### src/hdl/irt_pkg.sv
// Shared types and constants for the infrared thermometer bus read block.
// No dependencies; every other file in hdl/ imports this package.
package irt_pkg;

    // Bus sequencer phases, one-hot
    typedef enum logic [18:0] {
        PH_IDLE      = 19'h00001,
        PH_START_HI  = 19'h00002,
        PH_START_LO  = 19'h00004,
        PH_WADDR_LO  = 19'h00008,
        PH_WADDR_HI  = 19'h00010,
        PH_WREG_LO   = 19'h00020,
        PH_WREG_HI   = 19'h00040,
        PH_RS_LO     = 19'h00080,
        PH_RS_HI     = 19'h00100,
        PH_RS_FALL   = 19'h00200,
        PH_RADDR_LO  = 19'h00400,
        PH_RADDR_HI  = 19'h00800,
        PH_RDLOW_LO  = 19'h01000,
        PH_RDLOW_HI  = 19'h02000,
        PH_RDHIGH_LO = 19'h04000,
        PH_RDHIGH_HI = 19'h08000,
        PH_STOP_LO   = 19'h10000,
        PH_STOP_HI   = 19'h20000,
        PH_STOP_REL  = 19'h40000
    } t_phase;

    // Configuration register indexes
    localparam logic CFG_DEV_ADDR = 1'b0;
    localparam logic CFG_TICKS    = 1'b1;

    // Bits in a byte, and the read/write flag in the address byte
    localparam logic [3:0] BITS_PER_BYTE = 4'd8;
    localparam logic       RW_WRITE      = 1'b0;
    localparam logic       RW_READ       = 1'b1;

    // Kelvin offset in hundredths: temp = raw*2 - 27315
    localparam logic [17:0] TEMP_OFFSET = 18'd27315;

    // Result of one tick, before the output register
    typedef struct packed {
        logic        scl;
        logic        sda;
        logic        busy;
        logic        done;
        logic [15:0] raw;
    } t_result;

endpackage

### src/hdl/ir_thermometer_smbus_read.sv
// Top level of the infrared thermometer bus read block.
// Depends on irt_pkg, irt_seq and irt_outreg.
//
// Each input beat is one timing tick (or a begin command) of a pin-level bus
// master that reads one 16-bit sensor register and returns the raw word and the
// temperature in hundredths of a degree Celsius. Every input beat yields exactly
// one result beat carrying the pin levels, busy/done flags and the last word.
// Throughput is one beat per clock unless the result stalls; the result is
// registered. The input is accepted whenever the result register is empty or
// is being taken in the same cycle. Configuration (index 0: 7-bit device
// address, index 1: ticks per slot, with zero treated as one) must be written
// only while the block is idle (not enforced by the block). No clearing pass.
module ir_thermometer_smbus_read (
    input  logic              i_clk,
    input  logic              i_rst_n,
    input  logic              i_cfg_we,
    input  logic              i_cfg_index,
    input  logic [7:0]        i_cfg_data,
    input  logic              i_in_valid,
    output logic              o_in_ready,
    input  logic              i_command,
    input  logic [7:0]        i_reg_addr,
    input  logic              i_sda_in,
    output logic              o_out_valid,
    input  logic              i_out_ready,
    output logic              o_scl_out,
    output logic              o_sda_out,
    output logic              o_busy_res,
    output logic              o_done_res,
    output logic [15:0]       o_raw_word,
    output logic signed [17:0] o_temp_centi
);
    import irt_pkg::*;

    logic    accept;
    t_result result;

    // take a new beat when the result slot is free or draining
    assign o_in_ready = !o_out_valid || i_out_ready;
    assign accept     = i_in_valid && o_in_ready;

    irt_seq u_seq (
        .i_clk       (i_clk),
        .i_rst_n     (i_rst_n),
        .i_cfg_we    (i_cfg_we),
        .i_cfg_index (i_cfg_index),
        .i_cfg_data  (i_cfg_data),
        .i_step      (accept),
        .i_command   (i_command),
        .i_reg_addr  (i_reg_addr),
        .i_sda_in    (i_sda_in),
        .o_result    (result)
    );

    irt_outreg u_outreg (
        .i_clk        (i_clk),
        .i_rst_n      (i_rst_n),
        .i_load       (accept),
        .i_taken      (i_out_ready),
        .i_result     (result),
        .o_valid      (o_out_valid),
        .o_scl_out    (o_scl_out),
        .o_sda_out    (o_sda_out),
        .o_busy_res   (o_busy_res),
        .o_done_res   (o_done_res),
        .o_raw_word   (o_raw_word),
        .o_temp_centi (o_temp_centi)
    );

    // completion beat is never busy and leaves both lines released
    a_done_idle: assert property (@(posedge i_clk) disable iff (!i_rst_n)
        o_out_valid && o_done_res |-> !o_busy_res && o_scl_out && o_sda_out)
        else $error("done beat with busy or lines held");

    // an idle master never pulls a line low
    a_idle_released: assert property (@(posedge i_clk) disable iff (!i_rst_n)
        o_out_valid && !o_busy_res |-> o_scl_out && o_sda_out)
        else $error("idle master drives the bus");

    // a stalled result blocks the input side
    a_stall_blocks: assert property (@(posedge i_clk) disable iff (!i_rst_n)
        o_out_valid && !i_out_ready |-> !o_in_ready)
        else $error("input accepted over a stalled result");

    // temperature always tracks the word it is shown with
    a_temp_match: assert property (@(posedge i_clk) disable iff (!i_rst_n)
        o_out_valid |-> (o_temp_centi == $signed({1'b0, o_raw_word, 1'b0} - TEMP_OFFSET)))
        else $error("temperature does not match raw word");

endmodule

### src/hdl/irt_seq.sv
// Bus sequencer: configuration registers, phase/bit/tick state and next-state logic.
// Depends on irt_pkg.
module irt_seq (
    input  logic            i_clk,
    input  logic            i_rst_n,
    input  logic            i_cfg_we,
    input  logic            i_cfg_index,
    input  logic [7:0]      i_cfg_data,
    input  logic            i_step,
    input  logic            i_command,
    input  logic [7:0]      i_reg_addr,
    input  logic            i_sda_in,
    output irt_pkg::t_result o_result
);
    import irt_pkg::*;

    t_phase      r_phase,  n_phase;
    logic [3:0]  r_bit,    n_bit;
    logic [7:0]  r_shift,  n_shift;
    logic [7:0]  r_low,    n_low;
    logic [7:0]  r_target, n_target;
    logic [7:0]  r_tick,   n_tick;
    logic        r_scl,    n_scl;
    logic        r_sda,    n_sda;
    logic [15:0] r_last,   n_last;
    logic [6:0]  r_dev_addr;
    logic [7:0]  r_ticks;

    logic [7:0]  limit;
    logic [8:0]  tick_nx;
    logic [7:0]  addr_w, addr_r;
    logic        rx;
    logic        done;
    t_phase      lo_phase;

    // Configuration writes
    always_ff @(posedge i_clk) begin
        if (!i_rst_n) begin
            r_dev_addr <= 7'd0;
            r_ticks    <= 8'd2;
        end else if (i_cfg_we) begin
            case (i_cfg_index)
                CFG_DEV_ADDR: r_dev_addr <= i_cfg_data[6:0];
                CFG_TICKS:    r_ticks    <= i_cfg_data;
                default:      r_dev_addr <= r_dev_addr;
            endcase
        end
    end

    assign limit   = (r_ticks == 8'd0) ? 8'd1 : r_ticks;
    assign tick_nx = {1'b0, r_tick} + 9'd1;
    assign addr_w  = {r_dev_addr, RW_WRITE};
    assign addr_r  = {r_dev_addr, RW_READ};
    assign rx      = (r_phase == PH_RDLOW_HI) || (r_phase == PH_RDHIGH_HI);

    // Low half of the bit slot that belongs to the current high half
    always_comb begin
        case (r_phase)
            PH_WADDR_HI:  lo_phase = PH_WADDR_LO;
            PH_WREG_HI:   lo_phase = PH_WREG_LO;
            PH_RADDR_HI:  lo_phase = PH_RADDR_LO;
            PH_RDLOW_HI:  lo_phase = PH_RDLOW_LO;
            PH_RDHIGH_HI: lo_phase = PH_RDHIGH_LO;
            default:      lo_phase = PH_IDLE;
        endcase
    end

    // Next state for one beat
    always_comb begin
        n_phase  = r_phase;
        n_bit    = r_bit;
        n_shift  = r_shift;
        n_low    = r_low;
        n_target = r_target;
        n_tick   = r_tick;
        n_scl    = r_scl;
        n_sda    = r_sda;
        n_last   = r_last;
        done     = 1'b0;
        if (i_step) begin
            if (i_command) begin
                // begin is ignored while a transaction runs
                if (r_phase == PH_IDLE) begin
                    n_target = i_reg_addr;
                    n_bit    = 4'd0;
                    n_shift  = 8'd0;
                    n_phase  = PH_START_HI;
                    n_scl    = 1'b1;
                    n_sda    = 1'b1;
                    n_tick   = 8'd0;
                end
            end else if (r_phase != PH_IDLE) begin
                if (tick_nx >= {1'b0, limit}) begin
                    // slot ends: move to the next pin pair
                    n_tick = 8'd0;
                    case (r_phase)
                        PH_START_HI: begin
                            n_phase = PH_START_LO; n_scl = 1'b1; n_sda = 1'b0;
                        end
                        PH_START_LO: begin
                            n_shift = addr_w; n_bit = 4'd0;
                            n_phase = PH_WADDR_LO; n_scl = 1'b0; n_sda = addr_w[7];
                        end
                        PH_RS_LO: begin
                            n_phase = PH_RS_HI; n_scl = 1'b1; n_sda = 1'b1;
                        end
                        PH_RS_HI: begin
                            n_phase = PH_RS_FALL; n_scl = 1'b1; n_sda = 1'b0;
                        end
                        PH_RS_FALL: begin
                            n_shift = addr_r; n_bit = 4'd0;
                            n_phase = PH_RADDR_LO; n_scl = 1'b0; n_sda = addr_r[7];
                        end
                        PH_STOP_LO: begin
                            n_phase = PH_STOP_HI; n_scl = 1'b1; n_sda = 1'b0;
                        end
                        PH_STOP_HI: begin
                            n_phase = PH_STOP_REL; n_scl = 1'b1; n_sda = 1'b1;
                        end
                        PH_STOP_REL: begin
                            n_phase = PH_IDLE; n_scl = 1'b1; n_sda = 1'b1;
                            done    = 1'b1;
                        end
                        // SCL rises, data held
                        PH_WADDR_LO:  begin n_phase = PH_WADDR_HI;  n_scl = 1'b1; end
                        PH_WREG_LO:   begin n_phase = PH_WREG_HI;   n_scl = 1'b1; end
                        PH_RADDR_LO:  begin n_phase = PH_RADDR_HI;  n_scl = 1'b1; end
                        PH_RDLOW_LO:  begin n_phase = PH_RDLOW_HI;  n_scl = 1'b1; end
                        PH_RDHIGH_LO: begin n_phase = PH_RDHIGH_HI; n_scl = 1'b1; end
                        // end of the SCL-high half of a bit
                        PH_WADDR_HI, PH_WREG_HI, PH_RADDR_HI, PH_RDLOW_HI,
                        PH_RDHIGH_HI: begin
                            if (r_bit < BITS_PER_BYTE) begin
                                n_shift = {r_shift[6:0], rx & i_sda_in};
                                n_bit   = r_bit + 4'd1;
                                n_phase = lo_phase;
                                n_scl   = 1'b0;
                                if (r_bit < BITS_PER_BYTE - 4'd1)
                                    n_sda = rx ? 1'b1 : r_shift[6];
                                else
                                    // ack clock: drive low only after the low read byte
                                    n_sda = (r_phase == PH_RDLOW_HI) ? 1'b0 : 1'b1;
                            end else begin
                                n_bit = 4'd0;
                                n_scl = 1'b0;
                                case (r_phase)
                                    PH_WADDR_HI: begin
                                        n_shift = r_target;
                                        n_phase = PH_WREG_LO; n_sda = r_target[7];
                                    end
                                    PH_WREG_HI: begin
                                        n_bit   = r_bit;
                                        n_phase = PH_RS_LO; n_sda = 1'b1;
                                    end
                                    PH_RADDR_HI: begin
                                        n_shift = 8'd0;
                                        n_phase = PH_RDLOW_LO; n_sda = 1'b1;
                                    end
                                    PH_RDLOW_HI: begin
                                        n_low   = r_shift;
                                        n_shift = 8'd0;
                                        n_phase = PH_RDHIGH_LO; n_sda = 1'b1;
                                    end
                                    default: begin
                                        n_bit   = r_bit;
                                        n_last  = {r_shift, r_low};
                                        n_phase = PH_STOP_LO; n_sda = 1'b0;
                                    end
                                endcase
                            end
                        end
                        default: begin
                            n_phase = PH_IDLE; n_scl = 1'b1; n_sda = 1'b1;
                        end
                    endcase
                end else begin
                    n_tick = tick_nx[7:0];
                end
            end
        end
    end

    // State registers
    always_ff @(posedge i_clk) begin
        if (!i_rst_n) begin
            r_phase  <= PH_IDLE;
            r_bit    <= 4'd0;
            r_shift  <= 8'd0;
            r_low    <= 8'd0;
            r_target <= 8'd0;
            r_tick   <= 8'd0;
            r_scl    <= 1'b1;
            r_sda    <= 1'b1;
            r_last   <= 16'd0;
        end else begin
            r_phase  <= n_phase;
            r_bit    <= n_bit;
            r_shift  <= n_shift;
            r_low    <= n_low;
            r_target <= n_target;
            r_tick   <= n_tick;
            r_scl    <= n_scl;
            r_sda    <= n_sda;
            r_last   <= n_last;
        end
    end

    assign o_result.scl  = n_scl;
    assign o_result.sda  = n_sda;
    assign o_result.busy = (n_phase != PH_IDLE);
    assign o_result.done = done;
    assign o_result.raw  = n_last;

endmodule

### src/hdl/irt_outreg.sv
// Result register: holds one result beat, converts the word to centidegrees.
// Depends on irt_pkg.
module irt_outreg (
    input  logic             i_clk,
    input  logic             i_rst_n,
    input  logic             i_load,
    input  logic             i_taken,
    input  irt_pkg::t_result i_result,
    output logic             o_valid,
    output logic             o_scl_out,
    output logic             o_sda_out,
    output logic             o_busy_res,
    output logic             o_done_res,
    output logic [15:0]      o_raw_word,
    output logic signed [17:0] o_temp_centi
);
    import irt_pkg::*;

    logic        r_valid;
    t_result     r_result;
    logic [17:0] r_temp;
    logic [17:0] n_temp;

    // raw * 2 - 27315, wraps in 18 bits
    assign n_temp = {1'b0, i_result.raw, 1'b0} - TEMP_OFFSET;

    always_ff @(posedge i_clk) begin
        if (!i_rst_n) begin
            r_valid <= 1'b0;
        end else if (i_load) begin
            r_valid <= 1'b1;
        end else if (i_taken) begin
            r_valid <= 1'b0;
        end
    end

    // payload, no reset
    always_ff @(posedge i_clk) begin
        if (i_load) begin
            r_result <= i_result;
            r_temp   <= n_temp;
        end
    end

    assign o_valid      = r_valid;
    assign o_scl_out    = r_result.scl;
    assign o_sda_out    = r_result.sda;
    assign o_busy_res   = r_result.busy;
    assign o_done_res   = r_result.done;
    assign o_raw_word   = r_result.raw;
    assign o_temp_centi = $signed(r_temp);

endmodule
### config.mk
export PLATFORM = sky130hd
export DESIGN_NAME = ir_thermometer_smbus_read
export DESIGN_NICKNAME = d
export VERILOG_FILES = /design/src/hdl/irt_pkg.sv /design/src/hdl/ir_thermometer_smbus_read.sv /design/src/hdl/irt_seq.sv /design/src/hdl/irt_outreg.sv
export SDC_FILE = /design/constraint.sdc
export NUM_CORES = 1
export LEC_CHECK = 0
export BUFFER_PORTS_ARGS = -buffer_cell sky130_fd_sc_hd__buf_2
export CORE_MARGIN = 2
export CORE_UTILIZATION = 64
export CTS_CLUSTER_SIZE = 28
export DETAILED_ROUTE_END_ITERATION = 8
export GPL_TIMING_DRIVEN = 0
export HOLD_SLACK_MARGIN = 0.02
export PLACE_DENSITY = 0.85
export SLEW_MARGIN = 20
export SYNTH_ARGS = -nofsm -noshare
export SYNTH_HDL_FRONTEND = slang
export SYNTH_SLANG_ARGS = --single-unit
### constraint.sdc
create_clock -name i_clk -period 9.39 [get_ports i_clk]
set_input_delay 0.4695 -clock i_clk [delete_from_list [all_inputs] [get_ports i_clk]]
set_output_delay 0.4695 -clock i_clk [all_outputs]
set_load 0.005 [all_outputs]
==> flow_summary.yaml, run 1 <==
cells_and_area:
  nets: 818
  diodes: 0
  final_util: 0.7519
  syn_to_final_growth_pct: 15.92
  multi_input_area_mm2: 0.003451
  nFillCells: 666
  drive_gt1_frac: 0.1549
  regArea_mm2: 0.002863
place:
  gp_congestion: 1.018
  io_buffers: 59
  dpl.hpwl_um: 13240
logic_synthesis:
  ys_seq_area_frac: 0.4353
  synth_cells: 702
  syn_area_mm2: 0.006576
  synth-main-ff-cell: "dfxtp_1"
  synth_fp_nets: 739
  ys_ff_latch: 125
  ys_async_sr_fraction: 0
  yosysWarnings: 0
  avgSynthCellArea_um2: 9.368
  synth_edf_count: 36
  synth.distinct_cells: 70
clock_tree:
  postCtsSetupBuffers: 0
  cts-root-buf: "clkbuf_8"
  clk_pin_slew_ns: 0.06
  clockBufferDepth: 2
  cts_made_buffers: 17
  h-tree-depth: 4
  hold_buffers: 0
  clock_sinks: 125
  clock_latency_ns: 0.54
  cts_tree: "built"
  cts_resized: 0
setup_path:
  crit_arrival_ns: 4.96
  required_ns: 9.68
  critPathLaunchType: "flip-flop"
  cp_max_fo: 10
  critical_path_class: "reg -> reg"
  crit_path_end_kind: "flip-flop"
power:
  p_per_area_mw_per_mm2: 168.4
  p_switching_mw: 0.3049
  p_leak_nw: 3.023
  combPwrFrac: 0.070
  p_sw_frac: 0.2376
  power_frac_clock: 0.482
  p_int_mw: 0.9786
  seq_power_share: 0.448
  ir_drop_mv: 0.1479
  p_total_mw: 1.284
drt:
  num_vias: 5923
  routed_via_density: 6.369
  firstDrtPassIters: 9
  routedWlPerCell_um: 19.90
  drcViolationCount: 1
  antenna_left: 0
  drt-total-wl_um: 18510
  drtIter0Drc: 480
worst_hold_path:
  hp-class: "in -> reg"
timing:
  maxSlewViolCount: 0
  rsz0062_at_grt: "false"
  tns_ns: 0
  worstMarginPinSlew_ns: 0.8882
  hold_violations: 0
  finalSetupViolations: 0
  max_freq_mhz: 214.1
  fin_crit_sh: 0.4974
  skew_ns: 0.009948
  period_needed_ns: 4.671
  slew_headroom: 0.4033
  hold_slack_ns: 0.1853
die:
  fp.dieArea_mm2: 0.01110
  die_width_um: 105.4
  initial_core_util: 0.6486
  row_count: 37
  coreArea_mm2: 0.01014
  die_y_um: 105.4
  num_io_pins: 64
status:
  failed_checks: "design-rule violations"
  status: "complete, but fails checks"
global_route:
  grt_max_degree: 35
  grt-ovfl-total: 0
  grt_pass1_wl_um: 29010
  grt.total_usage: 0.3420
  first_global_vias: 5598
  antenna_found_initial: 0
run:
  maxCapViolCount: 0
==> worst paths after layout <==
path	from	to	slack, ns	depth (start not counted)
setup / recovery	u_seq.r_tick[0]$_SDFFE_PN0P_	u_outreg.o_temp_centi[16]$_DFFE_PP_	4.72	19
hold / removal	i_reg_addr[7]	u_seq.r_target[7]$_SDFFE_PN0P_	0.19	3
setup reg to reg	u_seq.r_tick[0]$_SDFFE_PN0P_	u_outreg.o_temp_centi[16]$_DFFE_PP_	4.72	19
hold reg to reg	u_seq.r_ticks[2]$_SDFFE_PN0P_	u_seq.r_ticks[2]$_SDFFE_PN0P_	0.47	2
==> flip-flops by register name, summed over array words and instances (netlist names) <==
register               cells
u_outreg.o_busy_res        1
u_outreg.o_done_res        1
u_outreg.o_raw_word       16
u_outreg.o_scl_out         1
u_outreg.o_sda_out         1
u_outreg.o_temp_centi     16
u_outreg.o_valid           1
u_seq.r_bit                4
u_seq.r_dev_addr           7
u_seq.r_last              16
u_seq.r_low                8
u_seq.r_phase             19
u_seq.r_scl                1
u_seq.r_sda                1
u_seq.r_shift              8
u_seq.r_target             8
u_seq.r_tick               8
u_seq.r_ticks              8
==> synthesized netlist by cell type, drive strengths merged, types with 3 or more instances <==
master / n / area [µm²]
nor3: 13 / 92.59
a21o: 5 / 37.54
nand3: 29 / 150.1
inv: 22 / 82.58
a211o: 8 / 70.07
and2: 13 / 81.33
nand3b: 3 / 22.52
nand4: 15 / 115.1
or4: 6 / 48.80
mux2: 3 / 37.53
xor2: 9 / 78.83
a21boi: 21 / 157.7
nand2: 94 / 352.8
ha: 13 / 162.7
nor2: 34 / 127.6
a21oi: 16 / 80.08
edfxtp: 36 / 1081
clkbuf: 23 / 86.33
mux2i: 42 / 420.4
nand2b: 6 / 37.54
and3: 9 / 56.30
nor4: 16 / 157.6
or4b: 3 / 30.03
a22oi: 20 / 150.1
buf: 13 / 93.84
o21a: 7 / 52.55
or3: 4 / 25.02
dfxtp: 89 / 1782
a211oi: 3 / 22.52
nor2b: 51 / 319.1
o21ai: 26 / 133.9
o211ai: 5 / 37.54
xnor2: 14 / 122.6
==> power by group through the flow <==
stage               clock, mW  sequential, mW  combinational (mW)
finish                  0.618           0.576              0.0899
global route            0.646           0.576              0.0964
CTS                     0.618           0.575              0.0879
detailed placement          0           0.587              0.0872
global placement            0           0.587              0.0839
floorplan                   0           0.586              0.0528
==> per-layer routing <==
metal / global-route usage / wire [µm]
met4: 0.1676 / 835
met3: 0.09524 / 1495
met1: 0.4208 / 7530
met5: 0 / 0
met2: 0.5525 / 8645
==> logic make-up after synthesis <==
family,share of synthesized area
AOI/OAI and AO/OA,0.1381
xor gates and xnor gates,0.03063
adders and majority gates,0.02473
buffers and inverters,0.03995
DFF,0.4353
muxes,0.06963
other,0.0005702
and+or+nand+nor,0.2610
==> metrics by stage <==
step                      instances  area [µm²]  setup WS, ns
after global routing            930        7624         4.481
after detailed placement        898        7063         4.863
after floorplan                 702        6576         5.563
final                           930        7624         4.719
after CTS                       930        7624         4.794
after global placement          897        7042         5.016
==> layout by cell type, fill, tap and decap left out, drive strengths merged, types with 6 or more instances in the layout <==
master and count:
o21a 7, mux2i 42, nor4 16, or4 6
buf 73, a22oi 20, nor2 34, nand3 29
nand4 15, a21oi 16, clkinv 8, and2 13
xnor2 14, o21ai 26, dfxtp 89, nand2 94
a21boi 21, and3 9, xor2 9, clkbuf 44
nand2b 6, a211o 8, edfxtp 36, nor2b 51
nor3 13, inv 22, ha 13
==> area by class of cell <==
class,count,share of cell area
Timing Repair Buffer,60,0.04136
Multi-Input combinational cell,519,0.4527
Clock inverter,11,0.01182
Sequential cell,125,0.3755
Tap cell,136,0.02232
Buffer,36,0.02380
Clock buffer,21,0.06171
Inverter,22,0.01083
==> worst max-delay path: stages (launching register included) <==
cell	delay (ns)
dfxtp_1	0.41
ha_1	0.26
nand2_1	0.07
nor2_1	0.11
xor2_1	0.24
ha_1	0.30
a21oi_1	0.13
o21ai_0	0.13
a221o_1	0.31
buf_2	0.19
nand3_2	0.24
mux2i_1	0.44
ha_1	0.27
and3b_1	0.26
o211ai_1	0.30
a21boi_0	0.20
nor2_1	0.12
mux2_2	0.18
o21ai_1	0.09
xnor2_1	0.16
Power figures use the tool's default switching activity.
==> run 2: changes to the inputs <==
- ABC_AREA: default -> 1
- CORE_UTILIZATION: 64 -> 60
- PLACE_DENSITY: 0.85 -> 0.81
- clock period: 9.39 -> 4.7 ns (I/O delays scaled with it)
==> flow_summary.yaml, run 2 <==
die:
  num_io_pins: 64
  initial_core_util: 0.6163
  fp.dieArea_mm2: 0.01200
  coreArea_mm2: 0.01084
  die_y_um: 109.5
  row_count: 38
  die_width_um: 109.5
logic_synthesis:
  yosysTopAreaCell: "dfxtp_1"
  synth_edf_count: 36
  yosysMostFrequentCell: "nand2_1"
  synth_cells: 876
  synth_area_leaders: "dfxtp_1, edfxtp_1, nand2_1"
  syn_area_mm2: 0.006681
  synth.distinct_cells: 52
  yosysWarnings: 0
  netlist_top_cells_count: "nand2_1, nor2_1, inv_1"
  ys_seq_area_frac: 0.4285
  ys_ff_latch: 125
  avgSynthCellArea_um2: 7.627
  synth_top_area_frac: 0.2667
  ys_async_sr_fraction: 0
  synth_fp_nets: 913
  synth-main-ff-cell: "dfxtp_1"
clock_tree:
  h-tree-depth: 4
  cts_tree: "built"
  postCtsSetupBuffers: 0
  cts_made_buffers: 17
  clockBufferDepth: 2
  hold_buffers: 17
  clk_pin_slew_ns: 0.06
  clock_latency_ns: 0.53
  cts-root-buf: "clkbuf_8"
  cts_resized: 0
  clock_sinks: 125
power:
  p_sw_frac: 0.2569
  combPwrFrac: 0.105
  p_per_area_mw_per_mm2: 337.7
  p_leak_nw: 3.449
  seq_power_share: 0.440
  p_int_mw: 1.976
  power_frac_clock: 0.455
  p_switching_mw: 0.6834
  ir_drop_mv: 0.2401
setup_path:
  critPathSlowestCell: "dfxtp_1"
  cp_top_family: "simple AND/OR/NAND/NOR gates"
  slowest_delay_ns: 0.41
  rr_worst_depth: 27
  critPathBufInv: 6
  r2r-end: "u_outreg.o_temp_centi[16]$_DFFE_PP_"
  crit_start: "u_seq.r_tick[0]$_SDFFE_PN0P_"
  crit_path_end_kind: "flip-flop"
  crit_arrival_ns: 4.29
  cp_max_fo: 10
  required_ns: 4.99
  r2r_start: "u_seq.r_tick[0]$_SDFFE_PN0P_"
  crit_top_cell: "nand2_1"
  r2r_setup_slack_ns: 0.70
  cp.depth: 27
  critPathLaunchType: "flip-flop"
  critical_path_class: "reg -> reg"
timing:
  skew_ns: 0.006084
  tns_ns: 0
  slew_headroom: 0.4408
  maxSlewViolCount: 0
  finalWorstSetupSlack_ns: 0.7026
  finalSetupViolations: 0
  worstMarginPinSlew_ns: 0.8388
  period_needed_ns: 3.997
  max_freq_mhz: 250.2
  fin_crit_sh: 0.8505
  rsz0062_at_grt: "false"
  hold_violations: 0
global_route:
  grt-ovfl-total: 0
  grt_pass1_wl_um: 27210
  first_global_vias: 5763
  grt_max_degree: 39
  antenna_found_initial: 0
  grt.total_usage: 0.2965
place:
  gp_congestion: 0.9838
  dp.cells: 1077
  io_buffers: 61
  pre_cts_ws_ns: 0.7757
  dpl.hpwl_um: 12210
run:
  maxCapViolCount: 0
worst_hold_path:
  hp-class: "in -> reg"
  hold_end: "u_seq.r_low[3]$_SDFFE_PN0P_"
  min_from: "i_rst_n"
  min_path_cells: 3
cells_and_area:
  stdcell_count: 1126
  largest_register: "u_seq.r_phase"
  mostFrequentLayoutCells: "nand2_1, nor2_1, inv_1"
  drive_gt1_frac: 0.1917
  diodes: 0
  syn_to_final_growth_pct: 17.88
  nets: 1010
  final_common_cell: "nand2_1"
  largest_register_ffs: 19
drt:
  top_layer: "met4"
  antenna_left: 0
  wl_met2_um: 8039
  drt-total-wl_um: 17220
  met3RoutedLength_um: 1236
  drcViolationCount: 0
  firstDrtPassIters: 5
  routedWlPerCell_um: 15.29
  drt-met1-wl_um: 7442
  num_vias: 6262
  drtIter0Drc: 528
  routed_via_density: 5.561
status:
  status: "completed"
run 2: cell count changes in the layout (fill, tap and decap cells not counted), moves of 34 or more:
| cell | previous run | this run |
|---|---|---|
| o21ai_0 | 21 | 65 |
| inv_1 | 22 | 105 |
| nor2_1 | 34 | 108 |
| nand2_1 | 94 | 160 |
| a21oi_1 | 16 | 50 |
| nor2b_1 | 51 | 0 |
| mux2i_1 | 42 | 0 |
run 2: how the worst max path moves through the flow:
stage	to	slack, ns
detailed placement	u_outreg.o_temp_centi[16]$_DFFE_PP_	0.78
floorplan	u_outreg.o_temp_centi[16]$_DFFE_PP_	1.38
CTS	u_outreg.o_temp_centi[16]$_DFFE_PP_	0.74
global placement	u_outreg.o_temp_centi[16]$_DFFE_PP_	0.87
finish	u_outreg.o_temp_centi[16]$_DFFE_PP_	0.70
global route	u_outreg.o_temp_centi[16]$_DFFE_PP_	0.34
run 2: logic make-up after synthesis:
logic type	after synthesis	synth area share
buf+inv	145	0.08558
other cells	1	0.0005613
flops	125	0.4285
xor+xnor	10	0.01311
simple gates	425	0.3135
compound gates	157	0.1345
fa+ha+maj	13	0.02435
run 2: tightest hold or removal path, cell delays in order:
cell and delay (ns):
clkbuf_1 0.17, o21ai_0 0.12, a21oi_1 0.04
run 2: area by class of cell:
| cell class | instances | area, µm² |
|---|---|---|
| Sequential cell | 125 | 2863 |
| Clock inverter | 10 | 86.33 |
| Timing Repair Buffer | 78 | 475.5 |
| Tap cell | 140 | 175.2 |
| Fill cell | 856 | 2964 |
| Clock buffer | 22 | 457.9 |
| Inverter | 124 | 467.9 |
| Buffer | 21 | 103.9 |
| Multi-Input combinational cell | 606 | 3247 |
run 2: metal layers:
metal | up-vias | global-route usage
li1 | 3077 | -
met1 | 2847 | 0.3772
met2 | 291 | 0.4850
met3 | 47 | 0.06639
met4 | 0 | 0.1266
met5 | - | 0
run 2: through the flow:
step                        util  hold slack [ns]  total power, mW  area (µm²)
final                     0.7266          0.08580            2.660        7876
after global routing      0.7266           0.1403            2.743        7876
after CTS                 0.7266          0.08177            2.658        7876
after detailed placement  0.6607           0.4411            1.449        7162
after global placement    0.6607           0.4346            1.445        7162
after floorplan                -           0.3654            1.366        6681
run 2: power groups by stage:
stage          clock (mW)  sequential [mW]  combinational, mW
5_1_grt              1.26             1.17              0.308
6_report             1.21             1.17              0.279
4_1_cts              1.22             1.17              0.272
3_3_place_gp            0             1.19              0.255
2_1_floorplan           0             1.19              0.176
3_5_place_dp            0             1.19              0.258
==> run 3: changes to the inputs <==
- ABC_AREA: 1 -> default
- CORE_ASPECT_RATIO: default -> 1.25
==> flow_summary.yaml, run 3 (same netlist as run 1, synthesis figures left out) <==
cells_and_area:
  nFillCells: 764
  diodes: 0
  drive_gt1_frac: 0.1623
  multi_input_area_mm2: 0.003477
  final_common_cell: "nand2_1"
  final_util: 0.7231
  regArea_mm2: 0.002864
  largest_register: "u_seq.r_phase"
  syn_to_final_growth_pct: 16.72
  nets: 819
  final_area_mm2: 0.007676
  largest_register_ffs: 19
  mostFrequentLayoutCells: "nand2_1, dfxtp_1, buf_2"
setup_path:
  critPathBufInv: 1
  cp_max_fo: 10
  slowest_delay_ns: 0.38
  cp.depth: 19
  critPathSlowestCell: "dfxtp_1"
  required_ns: 4.87
  rr_worst_depth: 19
  worstPathCellList: "ha_2, nand2_1, nor2_1, xor2_1, ha_1, a21oi_1, o21ai_0, a221o_1, buf_2, nand3_4, mux2i_4, ha_1, and3b_1, o211ai_1, nand2_1, a21oi_1, mux2_2, o21ai_0, o21a_1"
  critPathLaunchType: "flip-flop"
  cp_top_family: "compound AO/OA/AOI/OAI gates"
  crit_start: "u_seq.r_tick[1]$_SDFFE_PN0P_"
  r2r_start: "u_seq.r_tick[1]$_SDFFE_PN0P_"
  critical_path_class: "reg -> reg"
  crit_path_end_kind: "flip-flop"
  crit_arrival_ns: 4.66
status:
  status: "completed"
clock_tree:
  cts_tree: "built"
  clock_latency_ns: 0.42
  hold_buffers: 0
  clockBufferDepth: 2
  clk_pin_slew_ns: 0.06
  clock_sinks: 125
  cts-root-buf: "clkbuf_16"
  cts_made_buffers: 17
  h-tree-depth: 4
drt:
  drt-total-wl_um: 19250
  routed_via_density: 6.262
  firstDrtPassIters: 5
  routedWlPerCell_um: 20.76
  drcViolationCount: 0
  num_vias: 5805
  drtIter0Drc: 490
  antenna_left: 0
timing:
  tns_ns: 0
  fin_crit_sh: 0.9546
  skew_ns: 0.01134
  hold_violations: 0
  slew_headroom: 0.3878
  maxSlewViolCount: 0
  finalSetupViolations: 0
  hold_slack_ns: 0.06920
  period_needed_ns: 4.486
  max_freq_mhz: 222.9
  rsz0062_at_grt: "false"
  worstMarginPinSlew_ns: 0.9113
global_route:
  grt.total_usage: 0.3273
  grt_use_met2: 0.5724
  grt_busiest_layer: "met2"
  grt_max_degree: 34
  grt_util_met1: 0.3882
  grt-ovfl-total: 0
  first_global_vias: 5810
  use_met3: 0.06106
  antenna_found_initial: 0
  grt_pass1_wl_um: 30150
power:
  p_total_mw: 2.636
  ir_drop_mv: 0.2656
  p_switching_mw: 0.6487
  p_int_mw: 1.988
  seq_power_share: 0.436
  p_per_area_mw_per_mm2: 343.5
  combPwrFrac: 0.068
  p_sw_frac: 0.2461
  power_frac_clock: 0.496
  p_leak_nw: 3.026
place:
  gp_congestion: 0.9536
  io_buffers: 59
  placed_cell_area_mm2: 0.007058
  dpl.hpwl_um: 13560
die:
  coreArea_mm2: 0.01062
  num_io_pins: 64
  die_y_um: 121.1
  row_count: 42
  initial_core_util: 0.6195
  die_width_um: 97.64
  fp.dieArea_mm2: 0.01182
worst_hold_path:
  min_from: "i_in_valid"
  min_path_cells: 2
  hp-class: "in -> reg"
run:
  maxCapViolCount: 0
-- run 3: stage by stage --
step | worst slack, ns | instances
4_1_cts | 0.02346 | 926
2_1_floorplan | 0.8734 | 702
3_5_place_dp | 0.1493 | 894
3_3_place_gp | 0.3057 | 893
5_1_grt | 0.01100 | 927
6_report | 0.2136 | 927
-- run 3: worst paths after layout --
kind | endpoint | slack, ns
max | u_outreg.o_temp_centi[14]$_DFFE_PP_ | 0.21
max reg2reg | u_outreg.o_temp_centi[14]$_DFFE_PP_ | 0.21
min | u_outreg.o_valid$_SDFFE_PN0P_ | 0.07
min reg2reg | u_seq.r_target[2]$_SDFFE_PN0P_ | 0.47
-- run 3: cell type report --
cell class	instances	area share
Buffer	36	0.02363
Clock buffer	17	0.05542
Clock inverter	15	0.02054
Inverter	22	0.01076
Multi-Input combinational cell	519	0.4530
Sequential cell	125	0.3731
Tap cell	132	0.02152
Timing Repair Buffer	61	0.04205
-- run 3: power groups by stage --
stage	sequential (mW)	clock (mW)	combinational, mW
6_report	1.15	1.31	0.178
5_1_grt	1.15	1.35	0.194
4_1_cts	1.15	1.30	0.176
3_5_place_dp	1.17	0	0.175
3_3_place_gp	1.17	0	0.169
2_1_floorplan	1.17	0	0.106
-- run 3: timing repair --
item / 4_1_cts / 5_1_grt
hold endpoints to repair: 0 / 0
resized for setup: 2 / 5
setup endpoints to repair: 2 / 4
buffers inserted: 0 / 1
pin swaps: 0 / 0
-- run 3: metal layers --
metal | up-vias | wire (µm)
met4 | 0 | 771
met5 | - | 0
met2 | 267 | 9697
li1 | 2702 | -
met3 | 60 | 1192
met1 | 2776 | 7588
